===== src/hw/rtl/pis_pkg.sv =====
// ----------------------------------------------------------------------------
// Particle integration step package
// Shared types, register indexes and pipeline latencies for the particle
// integration step block.
// ----------------------------------------------------------------------------
package pis_pkg;

  // Velocity friction after a bounce (0.6 in Q0.16) and the rest threshold.
  localparam int FRICTION_Q16 = 39322;
  localparam int REST_LIMIT   = 256;

  // Quotient width of the life-fraction divider, one bit per stage.
  localparam int DIV_W = 16;

  // Register stages of each unit and the delay that lines the two up.
  localparam int MOTION_LAT = 8;
  localparam int SHADE_LAT  = DIV_W + 2;
  localparam int ALIGN_LAT  = SHADE_LAT - MOTION_LAT;
  localparam int PIPE_LAT   = SHADE_LAT + 1;

  typedef enum logic [1:0] {
    CFG_FRAME_STEP    = 2'd0,
    CFG_GRAVITY_Y     = 2'd1,
    CFG_GROUND_HEIGHT = 2'd2
  } cfg_idx_t;

  typedef struct packed {
    logic [15:0] frame_step;
    logic [15:0] gravity_y;
    logic [15:0] ground_height;
  } cfg_t;

  typedef struct packed {
    logic [47:0] position;
    logic [47:0] velocity;
    logic [47:0] swirl_axis;
    logic [47:0] motion_coeffs;
    logic [15:0] spin_rate;
    logic [31:0] buoyancy;
    logic [15:0] rotation;
    logic [31:0] life_pair;
    logic [31:0] size_ends;
    logic [31:0] start_color;
    logic [31:0] end_color;
    logic [1:0]  flags;
  } item_t;

  typedef struct packed {
    logic [47:0] position;
    logic [47:0] velocity;
    logic [15:0] rotation;
  } motion_res_t;

  typedef struct packed {
    logic [15:0] life_left;
    logic [15:0] cur_size;
    logic [31:0] cur_color;
    logic        still_active;
  } shade_res_t;

  typedef struct packed {
    logic        active;
    logic        expired;
    logic [15:0] life;
    logic [15:0] newlife;
    logic [15:0] size0;
    logic [15:0] size1;
    logic [31:0] color0;
    logic [31:0] color1;
  } shade_pay_t;

endpackage


===== src/hw/rtl/pis_div.sv =====
// ----------------------------------------------------------------------------
// Pipelined restoring divider
// Computes floor(rem_in * 2^W / den_in) for rem_in < den_in, one quotient bit
// per register stage, and carries a payload alongside.
// ----------------------------------------------------------------------------
module pis_div #(
  parameter int W  = 16,
  parameter int PW = 1
) (
  input  logic          clk,
  input  logic          rst_n,
  input  logic          in_vld,
  input  logic [W-1:0]  rem_in,
  input  logic [W-1:0]  den_in,
  input  logic [PW-1:0] pay_in,
  output logic          out_vld,
  output logic [W-1:0]  quo,
  output logic [PW-1:0] pay_out
);

  logic          vld_r [W];
  logic [W-1:0]  rem_r [W];
  logic [W-1:0]  den_r [W];
  logic [W-1:0]  quo_r [W];
  logic [PW-1:0] pay_r [W];

  for (genvar k = 0; k < W; k++) begin : g_step
    logic          vld_s;
    logic [W-1:0]  rem_s;
    logic [W-1:0]  den_s;
    logic [W-1:0]  quo_s;
    logic [PW-1:0] pay_s;
    logic [W:0]    sh;
    logic          ge;

    // Stage inputs come from the ports for the first step.
    if (k == 0) begin : g_first
      assign vld_s = in_vld;
      assign rem_s = rem_in;
      assign den_s = den_in;
      assign quo_s = '0;
      assign pay_s = pay_in;
    end else begin : g_next
      assign vld_s = vld_r[k-1];
      assign rem_s = rem_r[k-1];
      assign den_s = den_r[k-1];
      assign quo_s = quo_r[k-1];
      assign pay_s = pay_r[k-1];
    end

    // One trial subtraction per stage.
    assign sh = {rem_s, 1'b0};
    assign ge = (sh >= {1'b0, den_s});

    always_ff @(posedge clk) begin
      if (!rst_n) begin
        vld_r[k] <= 1'b0;
      end else begin
        vld_r[k] <= vld_s;
      end
      rem_r[k] <= ge ? W'(sh - {1'b0, den_s}) : W'(sh);
      den_r[k] <= den_s;
      quo_r[k] <= {quo_s[W-2:0], ge};
      pay_r[k] <= pay_s;
    end
  end

  assign out_vld = vld_r[W-1];
  assign quo     = quo_r[W-1];
  assign pay_out = pay_r[W-1];

endmodule


===== src/hw/rtl/pis_shade.sv =====
// ----------------------------------------------------------------------------
// Particle lifetime and appearance pipeline
// Life decrement, expiry, life fraction through a pipelined divider and
// size and colour interpolation.
// ----------------------------------------------------------------------------
module pis_shade (
  input  logic                clk,
  input  logic                rst_n,
  input  logic                in_vld,
  input  pis_pkg::item_t      item,
  input  pis_pkg::cfg_t       cfg,
  output logic                out_vld,
  output pis_pkg::shade_res_t res
);
  import pis_pkg::*;

  function automatic logic [15:0] lerp16(input logic [15:0] a, input logic [15:0] b,
                                         input logic [15:0] t);
    logic signed [16:0] d;
    logic signed [33:0] pr;
    logic signed [33:0] rs;
    d  = $signed({1'b0, b}) - $signed({1'b0, a});
    pr = d * $signed({1'b0, t});
    rs = (pr + 34'sd32768) >>> 16;
    return a + rs[15:0];
  endfunction

  // Entry stage: new life, expiry and the divider operands.
  logic [8:0]         dt_q;
  logic signed [17:0] nl;
  logic               expired;
  logic               t_zero;
  logic [15:0]        maxl;
  logic [15:0]        num_nxt;
  logic [15:0]        den_nxt;
  shade_pay_t         pay_nxt;

  always_comb begin
    maxl    = item.life_pair[31:16];
    dt_q    = 9'((17'(cfg.frame_step) + 17'd128) >> 8);
    nl      = $signed({2'b0, item.life_pair[15:0]}) - $signed({9'b0, dt_q});
    expired = (nl <= 0);
    t_zero  = expired || !(nl < $signed({2'b0, maxl}));
    num_nxt = t_zero ? 16'd0 : maxl - nl[15:0];
    den_nxt = t_zero ? 16'd1 : maxl;
    pay_nxt.active  = item.flags[0];
    pay_nxt.expired = expired;
    pay_nxt.life    = item.life_pair[15:0];
    pay_nxt.newlife = nl[15:0];
    pay_nxt.size0   = item.size_ends[15:0];
    pay_nxt.size1   = item.size_ends[31:16];
    pay_nxt.color0  = item.start_color;
    pay_nxt.color1  = item.end_color;
  end

  logic        a_vld_r;
  logic [15:0] a_num_r;
  logic [15:0] a_den_r;
  shade_pay_t  a_pay_r;

  always_ff @(posedge clk) begin
    if (!rst_n) begin
      a_vld_r <= 1'b0;
    end else begin
      a_vld_r <= in_vld;
    end
    a_num_r <= num_nxt;
    a_den_r <= den_nxt;
    a_pay_r <= pay_nxt;
  end

  // Life fraction t = (max - life) / max in Q0.16.
  logic                        d_vld;
  logic [DIV_W-1:0]            d_quo;
  logic [$bits(shade_pay_t)-1:0] d_pay_bits;
  shade_pay_t                  d_pay;

  pis_div #(
    .W  (DIV_W),
    .PW ($bits(shade_pay_t))
  ) u_div (
    .clk     (clk),
    .rst_n   (rst_n),
    .in_vld  (a_vld_r),
    .rem_in  (a_num_r),
    .den_in  (a_den_r),
    .pay_in  (a_pay_r),
    .out_vld (d_vld),
    .quo     (d_quo),
    .pay_out (d_pay_bits)
  );

  assign d_pay = shade_pay_t'(d_pay_bits);

  // Interpolation and result selection.
  shade_res_t res_nxt;
  logic [15:0] ch [4];
  always_comb begin
    for (int i = 0; i < 4; i++) begin
      ch[i] = lerp16({8'd0, d_pay.color0[8*i +: 8]}, {8'd0, d_pay.color1[8*i +: 8]}, d_quo);
    end
    if (!d_pay.active) begin
      res_nxt.life_left    = d_pay.life;
      res_nxt.cur_size     = d_pay.size0;
      res_nxt.cur_color    = d_pay.color0;
      res_nxt.still_active = 1'b0;
    end else if (d_pay.expired) begin
      res_nxt.life_left    = '0;
      res_nxt.cur_size     = d_pay.size0;
      res_nxt.cur_color    = d_pay.color0;
      res_nxt.still_active = 1'b0;
    end else begin
      res_nxt.life_left    = d_pay.newlife;
      res_nxt.cur_size     = lerp16(d_pay.size0, d_pay.size1, d_quo);
      res_nxt.cur_color    = {ch[3][7:0], ch[2][7:0], ch[1][7:0], ch[0][7:0]};
      res_nxt.still_active = 1'b1;
    end
  end

  logic       vld_r;
  shade_res_t res_r;

  always_ff @(posedge clk) begin
    if (!rst_n) begin
      vld_r <= 1'b0;
    end else begin
      vld_r <= d_vld;
    end
    res_r <= res_nxt;
  end

  assign out_vld = vld_r;
  assign res     = res_r;

endmodule

===== config.mk =====
export PLATFORM = sky130hd
export DESIGN_NAME = pis_shade
export DESIGN_NICKNAME = d
export VERILOG_FILES = /design/src/hw/rtl/pis_pkg.sv /design/src/hw/rtl/pis_div.sv /design/src/hw/rtl/pis_shade.sv
export SDC_FILE = /design/constraint.sdc
export NUM_CORES = 2
export LEC_CHECK = 0
export BUFFER_PORTS_ARGS = -buffer_cell sky130_fd_sc_hd__buf_2
export CORE_MARGIN = 5
export CORE_UTILIZATION = 55
export CTS_CLUSTER_SIZE = 10
export DETAILED_ROUTE_END_ITERATION = 8
export GPL_ROUTABILITY_DRIVEN = 1
export MAX_ROUTING_LAYER = met4
export PLACE_DENSITY_LB_ADDON = 0.1
export SLEW_MARGIN = 20
export SYNTH_ARGS = -nofsm -noshare
export SYNTH_HDL_FRONTEND = slang
export SYNTH_SLANG_ARGS = --single-unit

===== constraint.sdc =====
create_clock -name clk -period 10.95 [get_ports clk]
set_input_delay 0.5475 -clock clk [delete_from_list [all_inputs] [get_ports clk]]
set_output_delay 0.5475 -clock clk [all_outputs]
set_load 0.005 [all_outputs]

* Word-level counts from Yosys, hierarchy flattened *
Memories as Yosys holds them, arrays and structs flattened. A register that Yosys moved wholly into a read port is not among the register bits.
Cells that the tools add are included.

operators by class
  shift-type cells = 0
  $lt $le $gt $ge = 18
  muxes and demuxes = 36
  reduce and logical (&&, ||, !) cells = 3
  add/subtract/negate cells = 34
  divide/modulo/power cells = 0
  eq/ne operators = 0
  bitwise logic cells = 16
  multiply operators = 5

operators with widths
  kind                                                                    count
  17-bit by 16-bit greater-or-equal comparator with 1-bit output          16
  16-bit subtractor                                                       17
  16-bit two-way mux                                                      16
  65-bit two-way mux                                                      2
  24-bit by 17-bit adder with 24-bit output, second input constant        4
  9-bit by 17-bit multiplier with 24-bit output                           4
  8-bit by 8-bit subtractor with 9-bit output                             4
  32-bit by 17-bit adder with 32-bit output, second input constant        1
  8-bit adder                                                             4
  17-bit by 17-bit multiplier with 32-bit output                          1
  1-bit two-way mux                                                       18
  16-bit by 8-bit adder with 17-bit output, second input constant         1
  17-bit by 1-bit <= comparator with 1-bit output, second input constant  1
  17-bit < comparator                                                     1
  16-bit by 16-bit subtractor with 17-bit output                          1
  16-bit by 9-bit subtractor with 17-bit output                           1
  16-bit adder                                                            1
  1-bit OR                                                                16
  1-bit zero test                                                         2
  1-bit logical OR                                                        1

storage, ports and cells
  output and inout port bits = 66
  word-level logic and storage cells = 132
  memories = 5
  register bits after elaboration = 228
  memory bits (read-only) = 0
  RAM bits = 2,864
  latch bits = 0

memories
  name         words  width  rd ports  clocked after Yosys merged registers in  write ports  RTL line       text
  u_div.pay_r  16     130    16        0                                        16           pis_div.sv:25  logic [PW-1:0] pay_r [W];
  u_div.den_r  16     16     15        0                                        16           pis_div.sv:23  logic [W-1:0] den_r [W];
  u_div.quo_r  16     16     16        0                                        16           pis_div.sv:24  logic [W-1:0] quo_r [W];
  u_div.rem_r  16     16     15        0                                        16           pis_div.sv:22  logic [W-1:0] rem_r [W];
  u_div.vld_r  16     1      16        1                                        16           pis_div.sv:21  logic vld_r [W];

* Depth between registers and ports, before layout *
An unclocked memory read counts as a cell.

  depth after elaboration = 7
  gate-level depth with buffers = 47
  gate-level depth less buffers = 46

* Modules after synthesis *
From an unflattened synthesis, not the netlist that was laid out.

second synthesis, totals
  cell total of the unflattened synthesis = 9,009
  area, all modules = 106,742.4 µm²

by module, submodules not included
  module     cells each  instances  area each (µm²)
  pis_div    4,854       1          69,032.5
  pis_shade  4,155       1          37,709.9

* Worst setup path before layout *
Ideal clock, no wire load.

  kind = flip-flop to flip-flop
  start = memory u_div.pay_r[15][81] (netlist bit)
  end = register res_r (netlist bit res[48])
  arrival time = 9.396 ns
  cell stages (with the launch flop) = 48
  library setup time = 0.118 ns
  required time = 10.832 ns
  path slack = 1.436 ns
  path through = dfxtp_1 > inv_1 > ha_1 > nor2b_1 > o21ai_1 > a21boi_1 > o21ai_0 > a21boi_0 > o21ai_1 > a21oi_1 > o31ai_1 > a211oi_1 > o31a_1 > or3_1 > clkbuf_1 > and3_1 > fa_1 > inv_1 > [... 12 more ...] > o21ai_0 > o2111ai_1 > nand2_1 > or2_2 > xor2_1 > ha_1 > inv_1 > nor2_1 > nor2_1 > o21ai_0 > o31ai_1 > o2111ai_1 > a21oi_1 > xnor2_1 > xnor2_1 > xnor2_1 > nor2_1 > xnor2_1

RTL lines
  item                    RTL line          text
  start: declaration      pis_div.sv:25
  end signal: assignment  pis_shade.sv:129  res_r <= res_nxt;
  end: declaration        pis_shade.sv:121  shade_res_t res_r;

==> impl_metrics.py <==
metrics = {
    "place": {
        "portBuffers": 206,
        "hpwl_mm": 138,
        "finalWeightedCongestion": 0.895,
        "pre_cts_ws_ns": 0.444,
    },
    "routing": {
        "met3_length_mm": 9.19,
        "wl_met2_mm": 88.5,
        "drt-wirelength-per-cell_um": 15.9,
        "first_iter_violations": 3033,
        "drc": 0,
        "wl_met1_mm": 88.6,
        "wirelength_mm": 192,
        "dr_total_vias": 58656,
        "detail-route-antenna-nets": 0,
        "drt-vias-per-instance": 4.86,
        "top_layer_used": "met4",
        "dr.pass1.iters": 6,
    },
    "critical_path": {
        "startpoint_type": "flip-flop",
        "cp.required_ns": 11.68,
        "cpPeakStageDelay_ns": 0.55,
        "endpoint_kind": "flip-flop",
        "worstPathArrival_ns": 11.05,
        "crit_slowest_cell": "fa_1",
        "worstSetupPathType": "reg2reg",
        "crit_fanout": 15,
    },
    "die": {
        "core_area_um2": 190000,
        "num_io_pins": 503,
        "row_count": 160,
        "fp.dieArea_um2": 200000,
        "die_h_um": 447,
        "start_util": 0.553,
        "dieWidth_um": 447,
    },
    "sta": {
        "slew_violations": 0,
        "rsz0062_at_grt": "no",
        "final.min_clock_period_ns": 10.32,
        "timing.final.ws_setup_ns": 0.630,
        "hold_viol": 0,
        "tightest_slew_ns": 1.11,
        "max_freq_mhz": 96.9,
        "setup_viol": 0,
        "period_share": 0.942,
        "maxSlewHeadroom": 0.257,
        "fin_setup_tns_ns": 0,
        "fin_skew_ns": 0.0721,
        "hold_ws_ns": 0.199,
    },
    "yosys": {
        "synth_top_family_by_area": "adder cells",
        "synthAdderAreaFrac": 0.214,
        "avgSynthCellArea_um2": 11.8,
        "ys_types": 68,
        "synthArstFlopShare": 0,
        "synthCells": 8946,
        "synth_compound_area_frac": 0.0551,
        "synth_simple_gate_area_frac": 0.0882,
        "synthFlopType": "dfxtp_1",
        "synth_xor_area_frac": 0.0267,
        "ys_ff_latch": 2941,
        "ys_seq_area_frac": 0.560,
        "synth_warnings": 0,
        "synth_edf_count": 0,
        "synthesis.nets": 10768,
        "synth_mux_area_frac": 0.00417,
        "synthesis.area_um2": 105000,
    },
    "grt": {
        "grt_first_pass_wirelength_mm": 319,
        "grt_max_degree": 48,
        "track_usage": 0.205,
        "grt_antenna_before_repair": 8,
        "grt_pass1_vias": 61897,
        "grt_overflow": 0,
    },
    "cells_and_area": {
        "drive_above_1_share": 0.0769,
        "nFillCells": 14797,
        "final_common_cell": "dfxtp_1",
        "seqCellArea_um2": 58900,
        "layout_common_cells": "2941 x dfxtp_1, 1257 x inv_1, 700 x ha_1",
        "final_nets": 11332,
        "multi_input_area_um2": 40900,
        "areaGrowthSynthToFinish_pct": 14.0,
    },
    "clocking": {
        "clk_path_buf_depth": 4,
        "cts-root-buf": "clkbuf_16",
        "htree_num_levels": 5,
        "clk_latency_ns": 0.96,
        "clk_pin_slew_ns": 0.05,
        "numCtsBuffers": 349,
        "cts_tree": "done",
        "cts.sinks": 2941,
    },
    "run": {
        "cap_violations": 0,
    },
    "run_status": {
        "run_status": "complete, no violations",
    },
    "min_path": {
        "min_path_type": "in2reg",
    },
}
==> logic make-up (layout without fill, tap and decap cells) <==
logic type                 Yosys count  after routing
AOI/OAI and AO/OA                  928            928
xor gates and xnor gates           320            320
muxes                               40             40
DFF                               2941           2941
adders and majority gates         1385           1385
other                                0              6
buffers and inverters             1456           2059
and+or+nand+nor                   1876           1876
==> worst max-delay path: cells and delay by family, from the launching register on <==
kind | cells | cell delay [ns]
xor gates and xnor gates | 5 | 0.81
adders and majority gates | 8 | 3.41
DFF | 1 | 0.44
AOI/OAI and AO/OA | 18 | 3.53
buffers and inverters | 8 | 0.85
and+or+nand+nor | 6 | 1.15
==> worst paths after layout <==
kind | startpoint | endpoint | slack [ns] | cells past startpoint
worst min register to register | u_div.pay_r[1][111] | u_div.pay_r[2][111] | 0.26 | 0
worst max-delay path | u_div.pay_r[15][81] | res[48] | 0.63 | 45
worst max register to register | u_div.pay_r[15][81] | res[48] | 0.63 | 45
worst min-delay path | cfg[40] | a_pay_r[96] | 0.20 | 4
==> registers in the layout (all words and copies together) (netlist names) <==
register     flops
a_den_r         16
u_div.pay_r   2080
u_div.vld_r     16
u_div.rem_r    240
a_num_r         16
out_vld          1
a_pay_r        130
res             65
a_vld_r          1
u_div.quo_r    136
u_div.den_r    240
==> cells in the mapped netlist, types with 7 or more instances <==
| cell | n | share of area |
|---|---|---|
| dfxtp_1 | 2941 | 0.56 |
| inv_1 | 1258 | 0.045 |
| ha_1 | 700 | 0.083 |
| nand2_1 | 697 | 0.025 |
| fa_1 | 685 | 0.13 |
| and2_1 | 388 | 0.023 |
| o21ai_0 | 277 | 0.013 |
| nor2_1 | 257 | 0.0092 |
| a21oi_1 | 240 | 0.011 |
| xnor2_1 | 206 | 0.017 |
| clkbuf_1 | 179 | 0.0064 |
| nand2b_1 | 170 | 0.010 |
| xor2_1 | 114 | 0.0095 |
| nor2b_1 | 82 | 0.0049 |
| nor3_1 | 64 | 0.0030 |
| a21o_1 | 63 | 0.0045 |
| a21boi_0 | 57 | 0.0041 |
| nand4_1 | 51 | 0.0030 |
| nand3_1 | 48 | 0.0023 |
| o31ai_1 | 47 | 0.0034 |
| o21bai_1 | 45 | 0.0032 |
| or3_1 | 38 | 0.0023 |
| o21a_1 | 31 | 0.0022 |
| a211oi_1 | 30 | 0.0021 |
| mux2_2 | 30 | 0.0032 |
| o41ai_1 | 25 | 0.0021 |
| and3_1 | 24 | 0.0014 |
| a31oi_1 | 22 | 0.0013 |
| nor4_1 | 18 | 0.0011 |
| o2111ai_1 | 15 | 0.0012 |
| a221oi_1 | 13 | 0.0011 |
| buf_2 | 12 | 0.00057 |
| mux2i_1 | 10 | 0.00095 |
| or2_2 | 9 | 0.00054 |
| nor3b_1 | 8 | 0.00057 |
| buf_1 | 7 | 0.00025 |
==> metal layers <==
metal,vias up,global-route usage
met5,-,-
met4,0,0.0658
met3,345,0.0369
met2,1198,0.321
met1,28059,0.272
li1,29054,-
==> per-stage QoR <==
| step | util | std cells | area, µm² |
|---|---|---|---|
| after detailed placement | 0.574 | 11537 | 109000 |
| after global placement | 0.574 | 11537 | 109000 |
| after floorplan | - | 8946 | 105000 |
| final | 0.630 | 12066 | 120000 |
| after CTS | 0.630 | 12059 | 120000 |
| after global routing | 0.630 | 12063 | 120000 |
==> final cells by class <==
type                            count  area share
Sequential cell                  2941       0.491
Timing Repair Buffer              411      0.0243
Clock buffer                      370      0.0749
Inverter                         1258      0.0394
Tap cell                         2511      0.0262
Multi-Input combinational cell   4549       0.341
Antenna cell                        6    0.000125
Clock inverter                     20     0.00246
==> what timing repair did <==
item,CTS,global route
endpoints found under the hold margin,154,0
setup endpoints to repair,0,1
gates resized for setup,0,12
setup buffers,0,1
hold buffers,132,0
Power is not shown: default switching activity piles up to over one toggle a cycle in this logic, so the estimate is an artifact.
